<file path="config.mk">
export PLATFORM = sky130hd
export DESIGN_NAME = decimal_to_roman_encoder_core
export DESIGN_NICKNAME = d
export VERILOG_FILES = /design/src/sv/d2r_pkg.sv /design/src/sv/d2r_seq.sv /design/src/sv/decimal_to_roman_encoder_core.sv
export SDC_FILE = /design/constraint.sdc
export NUM_CORES = 1
export LEC_CHECK = 0
export BUFFER_PORTS_ARGS = -buffer_cell sky130_fd_sc_hd__buf_4
export CORE_MARGIN = 8
export CORE_UTILIZATION = 35
export CTS_BUF_LIST = sky130_fd_sc_hd__clkbuf_8 sky130_fd_sc_hd__clkbuf_16
export DETAILED_ROUTE_END_ITERATION = 7
export PLACE_DENSITY_LB_ADDON = 0.12
export SYNTH_ARGS = -nofsm -noshare
export SYNTH_HDL_FRONTEND = slang
export SYNTH_SLANG_ARGS = --single-unit
export TNS_END_PERCENT = 10
</file>
<file path="constraint.sdc">
create_clock -name aclk -period 8.2 [get_ports aclk]
set_input_delay 1.64 -clock aclk [delete_from_list [all_inputs] [get_ports aclk]]
set_output_delay 1.64 -clock aclk [all_outputs]
set_load 0.02 [all_outputs]
</file>
<file path="src/sv/d2r_pkg.sv">
package d2r_pkg;

    // Field widths
    localparam int ValueW = 12;
    localparam int CharW  = 7;
    localparam int WeightW = 10;

    // Largest value that has a numeral
    localparam logic [ValueW-1:0] MaxValid = 12'd3999;

    // ASCII codes
    localparam logic [CharW-1:0] ChI  = 7'd73;
    localparam logic [CharW-1:0] ChV  = 7'd86;
    localparam logic [CharW-1:0] ChX  = 7'd88;
    localparam logic [CharW-1:0] ChL  = 7'd76;
    localparam logic [CharW-1:0] ChC  = 7'd67;
    localparam logic [CharW-1:0] ChD  = 7'd68;
    localparam logic [CharW-1:0] ChM  = 7'd77;
    localparam logic [CharW-1:0] ChNl = 7'd10;

    // Program: thirteen symbol steps, then the terminator step
    localparam int StepCount = 14;
    localparam int PcW = $clog2(StepCount);
    localparam logic [PcW-1:0] StepFirst = '0;
    localparam logic [PcW-1:0] StepEnd   = PcW'(StepCount - 1);

    typedef enum logic {
        OP_SYM,
        OP_END
    } op_t;

    // One control word of the sequencer program
    typedef struct packed {
        op_t                op;
        logic [WeightW-1:0] weight;
        logic [CharW-1:0]   ch_a;
        logic [CharW-1:0]   ch_b;
        logic               two;
    } ctrl_word_t;

    // One emitted character toward the output register
    typedef struct packed {
        logic             valid;
        logic [CharW-1:0] ch;
        logic             last;
        logic             err;
    } emit_t;

    function automatic ctrl_word_t ucode_rom(input logic [PcW-1:0] pc);
        ctrl_word_t w;
        w = '{OP_END, 10'd0, ChNl, ChNl, 1'b0};
        case (pc)
            4'd0:  w = '{OP_SYM, 10'd1000, ChM, ChM, 1'b0};
            4'd1:  w = '{OP_SYM, 10'd900,  ChC, ChM, 1'b1};
            4'd2:  w = '{OP_SYM, 10'd500,  ChD, ChD, 1'b0};
            4'd3:  w = '{OP_SYM, 10'd400,  ChC, ChD, 1'b1};
            4'd4:  w = '{OP_SYM, 10'd100,  ChC, ChC, 1'b0};
            4'd5:  w = '{OP_SYM, 10'd90,   ChX, ChC, 1'b1};
            4'd6:  w = '{OP_SYM, 10'd50,   ChL, ChL, 1'b0};
            4'd7:  w = '{OP_SYM, 10'd40,   ChX, ChL, 1'b1};
            4'd8:  w = '{OP_SYM, 10'd10,   ChX, ChX, 1'b0};
            4'd9:  w = '{OP_SYM, 10'd9,    ChI, ChX, 1'b1};
            4'd10: w = '{OP_SYM, 10'd5,    ChV, ChV, 1'b0};
            4'd11: w = '{OP_SYM, 10'd4,    ChI, ChV, 1'b1};
            4'd12: w = '{OP_SYM, 10'd1,    ChI, ChI, 1'b0};
            default: w = '{OP_END, 10'd0, ChNl, ChNl, 1'b0};
        endcase
        return w;
    endfunction

endpackage

</file>
<file path="src/sv/d2r_seq.sv">
module d2r_seq (
    input  logic                         aclk,
    input  logic                         aresetn,
    input  logic                         in_valid,
    input  logic [d2r_pkg::ValueW-1:0]   in_value,
    output logic                         in_ready,
    input  logic                         out_free,
    output d2r_pkg::emit_t               emit
);

    logic                        busy_reg, busy_next;
    logic                        half_reg, half_next;
    logic                        err_reg, err_next;
    logic [d2r_pkg::PcW-1:0]     pc_reg, pc_next;
    logic [d2r_pkg::ValueW-1:0]  rem_reg, rem_next;
    d2r_pkg::ctrl_word_t         cw;
    logic [d2r_pkg::ValueW-1:0]  weight_ext;
    logic                        take;

    // Fetch the control word of the current step
    assign cw         = d2r_pkg::ucode_rom(pc_reg);
    assign weight_ext = {{(d2r_pkg::ValueW-d2r_pkg::WeightW){1'b0}}, cw.weight};
    assign in_ready   = !busy_reg;
    assign take       = in_valid && !busy_reg;

    // Accept a value, or execute one step: emit a letter, finish a pair, jump or terminate
    always_comb begin
        busy_next = busy_reg;
        half_next = half_reg;
        err_next  = err_reg;
        pc_next   = pc_reg;
        rem_next  = rem_reg;
        emit      = '{1'b0, d2r_pkg::ChNl, 1'b0, 1'b0};
        if (take) begin
            busy_next = 1'b1;
            half_next = 1'b0;
            rem_next  = in_value;
            err_next  = in_value > d2r_pkg::MaxValid;
            pc_next   = (in_value > d2r_pkg::MaxValid) ? d2r_pkg::StepEnd
                                                       : d2r_pkg::StepFirst;
        end else if (busy_reg) begin
            if (half_reg) begin
                if (out_free) begin
                    emit      = '{1'b1, cw.ch_b, 1'b0, 1'b0};
                    half_next = 1'b0;
                end
            end else begin
                unique case (cw.op)
                    d2r_pkg::OP_END: begin
                        if (out_free) begin
                            emit      = '{1'b1, d2r_pkg::ChNl, 1'b1, err_reg};
                            busy_next = 1'b0;
                        end
                    end
                    d2r_pkg::OP_SYM: begin
                        if (rem_reg >= weight_ext) begin
                            if (out_free) begin
                                emit      = '{1'b1, cw.ch_a, 1'b0, 1'b0};
                                rem_next  = rem_reg - weight_ext;
                                half_next = cw.two;
                            end
                        end else begin
                            pc_next = pc_reg + 1'b1;
                        end
                    end
                    default: pc_next = d2r_pkg::StepEnd;
                endcase
            end
        end
    end

    // Hold sequencer state
    always_ff @(posedge aclk) begin
        if (!aresetn) begin
            busy_reg <= 1'b0;
            half_reg <= 1'b0;
            err_reg  <= 1'b0;
            pc_reg   <= d2r_pkg::StepFirst;
        end else begin
            busy_reg <= busy_next;
            half_reg <= half_next;
            err_reg  <= err_next;
            pc_reg   <= pc_next;
        end
    end

    // Remainder needs no reset
    always_ff @(posedge aclk) begin
        rem_reg <= rem_next;
    end

`ifndef ASSERT_OFF
    a_half_not_end: assert property (@(posedge aclk) disable iff (!aresetn)
        half_reg |-> (busy_reg && pc_reg != d2r_pkg::StepEnd))
        else $error("second letter pending outside a symbol step");

    a_last_at_end: assert property (@(posedge aclk) disable iff (!aresetn)
        (emit.valid && emit.last) |-> (pc_reg == d2r_pkg::StepEnd && !half_reg))
        else $error("terminator emitted before the end step");

    a_err_jumps: assert property (@(posedge aclk) disable iff (!aresetn)
        (busy_reg && err_reg) |-> (pc_reg == d2r_pkg::StepEnd))
        else $error("out-of-range value walked the symbol steps");

    a_done_idle: assert property (@(posedge aclk) disable iff (!aresetn)
        (emit.valid && emit.last) |=> !busy_reg)
        else $error("sequencer still busy after terminator");
`endif

endmodule

</file>
<file path="src/sv/decimal_to_roman_encoder_core.sv">
// Channel | Ports      | tdata (low bit up)        | tuser | tlast
// input   | s_t*       | value[11:0], 4 zero bits  | -     | -
// result  | m_t*       | character[6:0], one zero  | error | last
//
// Between one accept and the earliest next, the sequencer takes the accept, emits
// each letter, steps past each symbol step that stops matching, and emits the
// terminator; an out-of-range value jumps straight to the terminator. The microcode
// step counter and the single output word register set this pace.
// Reset is synchronous, active low, and clears the sequencer and output valid.
// A stall on m_tready holds the sequencer at its next letter or terminator.
module decimal_to_roman_encoder_core (
    input  logic        aclk,
    input  logic        aresetn,
    input  logic        s_tvalid,
    output logic        s_tready,
    input  logic [15:0] s_tdata,   // value[11:0], zeros[15:12]
    output logic        m_tvalid,
    input  logic        m_tready,
    output logic [7:0]  m_tdata,   // character[6:0], zero[7]
    output logic        m_tlast,
    output logic        m_tuser    // error
);

    d2r_pkg::emit_t               emit;
    logic                         out_free;
    logic                         m_tvalid_reg, m_tvalid_next;
    logic [d2r_pkg::CharW-1:0]    char_reg;
    logic                         last_reg;
    logic                         err_reg;

    // Output slot is free when empty or being drained this cycle
    assign out_free = !m_tvalid_reg || m_tready;

    d2r_seq u_seq (
        .aclk     (aclk),
        .aresetn  (aresetn),
        .in_valid (s_tvalid),
        .in_value (s_tdata[d2r_pkg::ValueW-1:0]),
        .in_ready (s_tready),
        .out_free (out_free),
        .emit     (emit)
    );

    // Advance output valid
    always_comb begin
        m_tvalid_next = m_tvalid_reg;
        if (emit.valid) begin
            m_tvalid_next = 1'b1;
        end else if (m_tready) begin
            m_tvalid_next = 1'b0;
        end
    end

    always_ff @(posedge aclk) begin
        if (!aresetn) begin
            m_tvalid_reg <= 1'b0;
        end else begin
            m_tvalid_reg <= m_tvalid_next;
        end
    end

    // Load the output word
    always_ff @(posedge aclk) begin
        if (emit.valid) begin
            char_reg <= emit.ch;
            last_reg <= emit.last;
            err_reg  <= emit.err;
        end
    end

    assign m_tvalid = m_tvalid_reg;
    assign m_tdata  = {1'b0, char_reg};
    assign m_tlast  = last_reg;
    assign m_tuser  = err_reg;

`ifndef ASSERT_OFF
    a_err_is_last: assert property (@(posedge aclk) disable iff (!aresetn)
        (m_tvalid && m_tuser) |-> m_tlast)
        else $error("error flag on a word that is not the terminator");

    a_no_accept_busy: assert property (@(posedge aclk) disable iff (!aresetn)
        (s_tvalid && s_tready) |=> !s_tready)
        else $error("input accepted while converting");

    a_no_overwrite: assert property (@(posedge aclk) disable iff (!aresetn)
        emit.valid |-> out_free)
        else $error("output word overwritten before it was taken");
`endif

endmodule

</file>
## Word-level counts from Yosys, hierarchy flattened

Memory sizes are Yosys's and may differ from the RTL's. A register that Yosys moved wholly into a read port is not among the register bits.
Index checks and enable logic that the tools add are counted.

| storage, ports and cells | value |
|---|---|
| register bits after elaboration | 29 |
| bits in read-only memories | 384 |
| bits of input ports | 20 |
| output and inout port bits | 12 |
| memories | 1 |

| operators by class | value |
|---|---|
| add/subtract/negate cells | 2 |
| $lt $le $gt $ge | 2 |
| equal/unequal tests | 3 |
| multiplexer cells | 33 |
| bitwise operators | 3 |
| reduce and logical (&&, ||, !) cells | 12 |

Memories:

| memory | depth | bits a word | rd ports | clocked after Yosys merged registers in | wr ports | RTL line | source |
|---|---|---|---|---|---|---|---|
| (no name shown) | 16 | 24 | 1 | 1 | 0 | d2r_pkg.sv:52 | `case (pc)` |

Operators with widths:

| kind | count |
|---|---|
| two-way mux 12 bit | 6 |
| two-way mux 10 bit | 7 |
| two-way mux 4 bit | 8 |
| case mux 10 bit (2 select lines) | 1 |
| greater-or-equal comparator 12 x 10 -> 1 bit | 1 |
| > comparator 12 bit, second input constant | 1 |
| subtractor 12 x 10 -> 12 bit | 1 |
| two-way mux 1 bit | 11 |
| nonzero test 2 bit | 4 |
| AND reduction 5 bit | 1 |
| adder 4 x 1 -> 4 bit, second input constant | 1 |
| inequality test 2 bit, second input constant | 2 |
| AND reduction 4 bit | 1 |
| OR reduction 2 bit | 2 |
| NOT 1 bit | 3 |
| logical NOT 1 bit | 2 |
| inequality test 2 x 1 -> 1 bit, second input constant | 1 |
| logical AND 1 bit | 1 |
| logical OR 1 bit | 1 |

## Longest topological paths before layout

| depth | value |
|---|---|
| depth in word-level cells | 9 |
| gate-level depth with buffers | 15 |
| depth with buffers taken out | 14 |

## Cells and area by module

From an unflattened synthesis, not the netlist that was laid out.

| second synthesis, totals | value |
|---|---|
| cell total of the unflattened synthesis | 281 |
| area, all modules | 2703.8 um^2 |

By module, submodules not included:

| module | instances | cells an instance | area an instance (um^2) |
|---|---|---|---|
| d2r_seq | 1 | 266 | 2373.5 |
| decimal_to_roman_encoder_core | 1 | 15 | 330.3 |

## Worst setup path before layout

OpenSTA, ideal clock, no wires.

| timing | value |
|---|---|
| path kind | input port to flip-flop |
| start | input port s_tvalid |
| end | register, netlist name u_seq.cw[14] |
| setup time | 0.127 ns |
| arrival time | 3.239 ns |
| path slack | 4.834 ns |
| cell stages on the path | 7 |
| cell sequence | nand2_1 -> o21a_1 -> and2_1 -> clkbuf_1 -> inv_1 -> ha_1 -> or3_1 |

| between the ends | value |
|---|---|
| cells in the longest elaborated chain, start to end | 5 |
| elaborated cells between the ends (all ways) | 9 |

Ends and longest elaborated chain:

| element | RTL line | source |
|---|---|---|
| start: declaration | decimal_to_roman_encoder_core.sv:14 | `input logic s_tvalid,` |
| logical AND 1 bit * | d2r_seq.sv:24 | `assign take = in_valid && !busy_reg;` |
| inequality test 2 x 1 -> 1 bit (no line), or another cell as far along | n/a |  |
| AND reduction 4 bit (no line) | n/a |  |
| two-way mux 4 bit (no line) * (2 in series) | n/a |  |

Every way passes the cells marked *; elsewhere a longest branch is shown, timed or not.
A chain may end at the register's enable or synchronous reset.

## Final worst setup path

| timing | value |
|---|---|
| start | input port s_tvalid |
| end | register, netlist name u_seq.cw[14] |

| between the ends | value |
|---|---|
| cells in the longest elaborated chain, start to end | 5 |
| elaborated cells between the ends (all ways) | 9 |

Ends and longest elaborated chain:

| element | RTL line |
|---|---|
| logical AND 1 bit * | d2r_seq.sv:24 |
| inequality test 2 x 1 -> 1 bit (no line), or another cell as far along | n/a |
| AND reduction 4 bit (no line) | n/a |
| two-way mux 4 bit (no line) * (2 in series) | n/a |

Marks and branches as above.

==> results.yml <==
route:
  drt.antenna.violating_nets: 0
  vias_per_cell: 4.948
  drc: 0
  drtPass1Iterations: 5
  drt-total-wl_um: 5754
  drt_iter0_markers: 136
  via_count: 1984
  routedWlPerCell_um: 14.35
synth:
  synth_top_area_share_pct: 22.77
  synth-seq-area-share_pct: 45.54
  synthTopCellsByArea: "dfxtp_1, edfxtp_1, ha_1"
  synth-seq-cells: 50
  synthesis.area_mm2: 0.002638
  yosysWarningCount: 0
  synth_largest_area_cell: "dfxtp_1"
  synth_enable_flop_cells: 20
  ys.flop_type: "dfxtp_1"
  synthCells: 274
  yosys-top-cells-count: "dfxtp_1, nand2_1, nor2_1, edfxtp_1, ha_1"
  synth.most_common_cell: "dfxtp_1"
  synth_cell_type_count: 59
  async_flop_share_pct: 0
  syn_avg_cell_area_um2: 9.626
placed_design:
  dp_hpwl_um: 4324
  place.gp.congestion: 0.7449
  io_buffers: 25
clocking:
  cts_made_buffers: 5
  hold_buffers: 0
  clock_path_buffers: 2
  clkTransAtPathRegs_ps: 90
  cts-root-buf: "clkbuf_8"
  clock_latency_ps: 310
  cts_max_level: 2
  post_cts_buffers: 0
  cts_tree: "yes"
  cts_resized: 0
  clock_sinks: 50
global_routing:
  grt_pass1_vias: 1900
  grt_max_degree: 20
  antenna_found_initial: 0
  grt_pass1_wl_um: 9653
  grt_overflow_total: 0
  gr-usage-all-layers_pct: 11.77
sta:
  fin_setup_tns_ps: 0
  fin_crit_sh_pct: 46.48
  rsz0062_at_grt: "no"
  slew_headroom_pct: 39.82
  finalHoldViolCount: 0
  holdWs_ps: 480.4
  period_minus_slack_ps: 3811
  drv_slew: 0
  finalClockSkew_ps: 7.998
  setup_violations: 0
  clock.fmax_mhz: 262.4
  tightest_slew_ps: 902.8
die:
  rows: 31
  initial_core_util_pct: 36.17
  die_w_um: 102.8
  die_height_um: 102.8
  coreArea_mm2: 0.007292
  io_pins: 32
  dieArea_mm2: 0.01057
min_path:
  hold_end: "u_seq.err_reg"
  min-delay-start: "u_seq.err_reg"
  holdCritPathClass: "reg2reg"
  whs_path_depth: 2
power:
  clkPwrFrac_pct: 23.9
  netSwitchingFraction_pct: 32.44
  ir_worst_vdd_v: 0.0001102
  power.switching_mw: 0.2434
  powerDensity_mw_per_mm2: 247.9
  intPower_mw: 0.5070
  p_leak_nw: 1.285
  power_frac_comb_pct: 33.0
  seq_power_share_pct: 43.1
critical_path:
  crit_required_ps: 8390
  reg2reg_from: "u_seq.rem_reg[9]"
  endpoint_kind: "flip-flop"
  cp_data_arrival_time_ps: 4000
  critPathLaunchType: "input pin"
  rr_worst_depth: 10
  worstPathMaxFanout: 19
  ff2ff_setup_slack_ps: 4630
  r2r-end: "u_seq.cw[14]"
  critPathKind: "in2reg"
cells_and_area:
  syn_to_final_growth_pct: 14.75
  final_nets: 342
  fin_util_pct: 41.51
  largest_reg_flops: 22
  antenna_cells: 0
  drive_above_1_share_pct: 15.23
run:
  max-cap-violations: 0
outcome:
  status: "completed"
metrics by stage:
stage | std cells | instance area [µm²] | total power [mW] | worst slack, ps
global placement | 393 | 2914 | 0.5768 | 4051
CTS | 401 | 3027 | 0.7556 | 4427
global route | 401 | 3027 | 0.7989 | 4276
floorplan | 275 | 2641 | 0.5170 | 4834
finish | 401 | 3027 | 0.7504 | 4389
detailed placement | 393 | 2914 | 0.5779 | 4101
power by group through the flow:
| stage | clock [mW] | combinational, mW | sequential [mW] |
|---|---|---|---|
| after floorplan | 0 | 0.186 | 0.331 |
| after global placement | 0 | 0.247 | 0.329 |
| after detailed placement | 0 | 0.248 | 0.330 |
| after CTS | 0.182 | 0.250 | 0.324 |
| after global routing | 0.190 | 0.281 | 0.328 |
| final | 0.179 | 0.248 | 0.323 |
kinds of logic after synthesis:
family	share of synthesized area, %
other cells	0.1422
flops	45.54
compound gates	16.03
buf+inv	4.554
mux	2.040
fa+ha+maj	10.25
simple gates	19.12
xor+xnor	2.325
critical path: stages:
cell,delay [ps]
buf_4,120
nand2_1,520
o21a_1,360
and2_1,410
inv_1,210
ha_1,350
or3_1,400
cell type report:
| class | instances | area, µm² |
|---|---|---|
| Fill cell | 758 | 4265 |
| Inverter | 19 | 73.82 |
| Multi-Input combinational cell | 199 | 1320 |
| Sequential cell | 50 | 1201 |
| Tap cell | 99 | 123.9 |
| Clock inverter | 3 | 43.79 |
| Timing Repair Buffer | 26 | 195.2 |
| Clock buffer | 5 | 68.82 |
worst max path at each step:
stage                     startpoint           end  slack, ps  depth (start not counted)
after floorplan             s_tvalid  u_seq.cw[14]       4830                          7
after global placement      s_tvalid  u_seq.cw[14]       4050                          7
after detailed placement    s_tvalid  u_seq.cw[14]       4100                          7
after CTS                   s_tvalid  u_seq.cw[14]       4430                          7
after global routing        s_tvalid  u_seq.cw[14]       4280                          7
final                       s_tvalid  u_seq.cw[14]       4390                          7
placed cells by master (no fill, tap or decap), drive strengths merged, types with 3 or more instances in the layout:
| master | synthesis | layout |
|---|---|---|
| a31oi | 4 | 4 |
| and3 | 4 | 4 |
| o21ai | 15 | 15 |
| nor2b | 3 | 3 |
| inv | 19 | 20 |
| xnor2 | 5 | 5 |
| a22o | 5 | 5 |
| nand3 | 7 | 7 |
| nand2 | 28 | 28 |
| buf | 4 | 26 |
| nand2b | 7 | 7 |
| edfxtp | 20 | 20 |
| nor3 | 3 | 3 |
| mux2i | 3 | 3 |
| a21oi | 17 | 17 |
| nor2 | 29 | 29 |
| or3 | 4 | 4 |
| clkbuf | 3 | 5 |
| and2 | 6 | 6 |
| dfxtp | 30 | 30 |
| ha | 20 | 20 |
| o21a | 3 | 3 |
metal layers:
metal  part of all wire (%)  wire length, µm  track usage [%]
met5                      0                0                0
met4                    1.6               90            4.672
met3                    3.5              202            2.228
met2                     45             2606            18.18
met1                     50             2855            15.78
(Power assumes the default switching activity.)
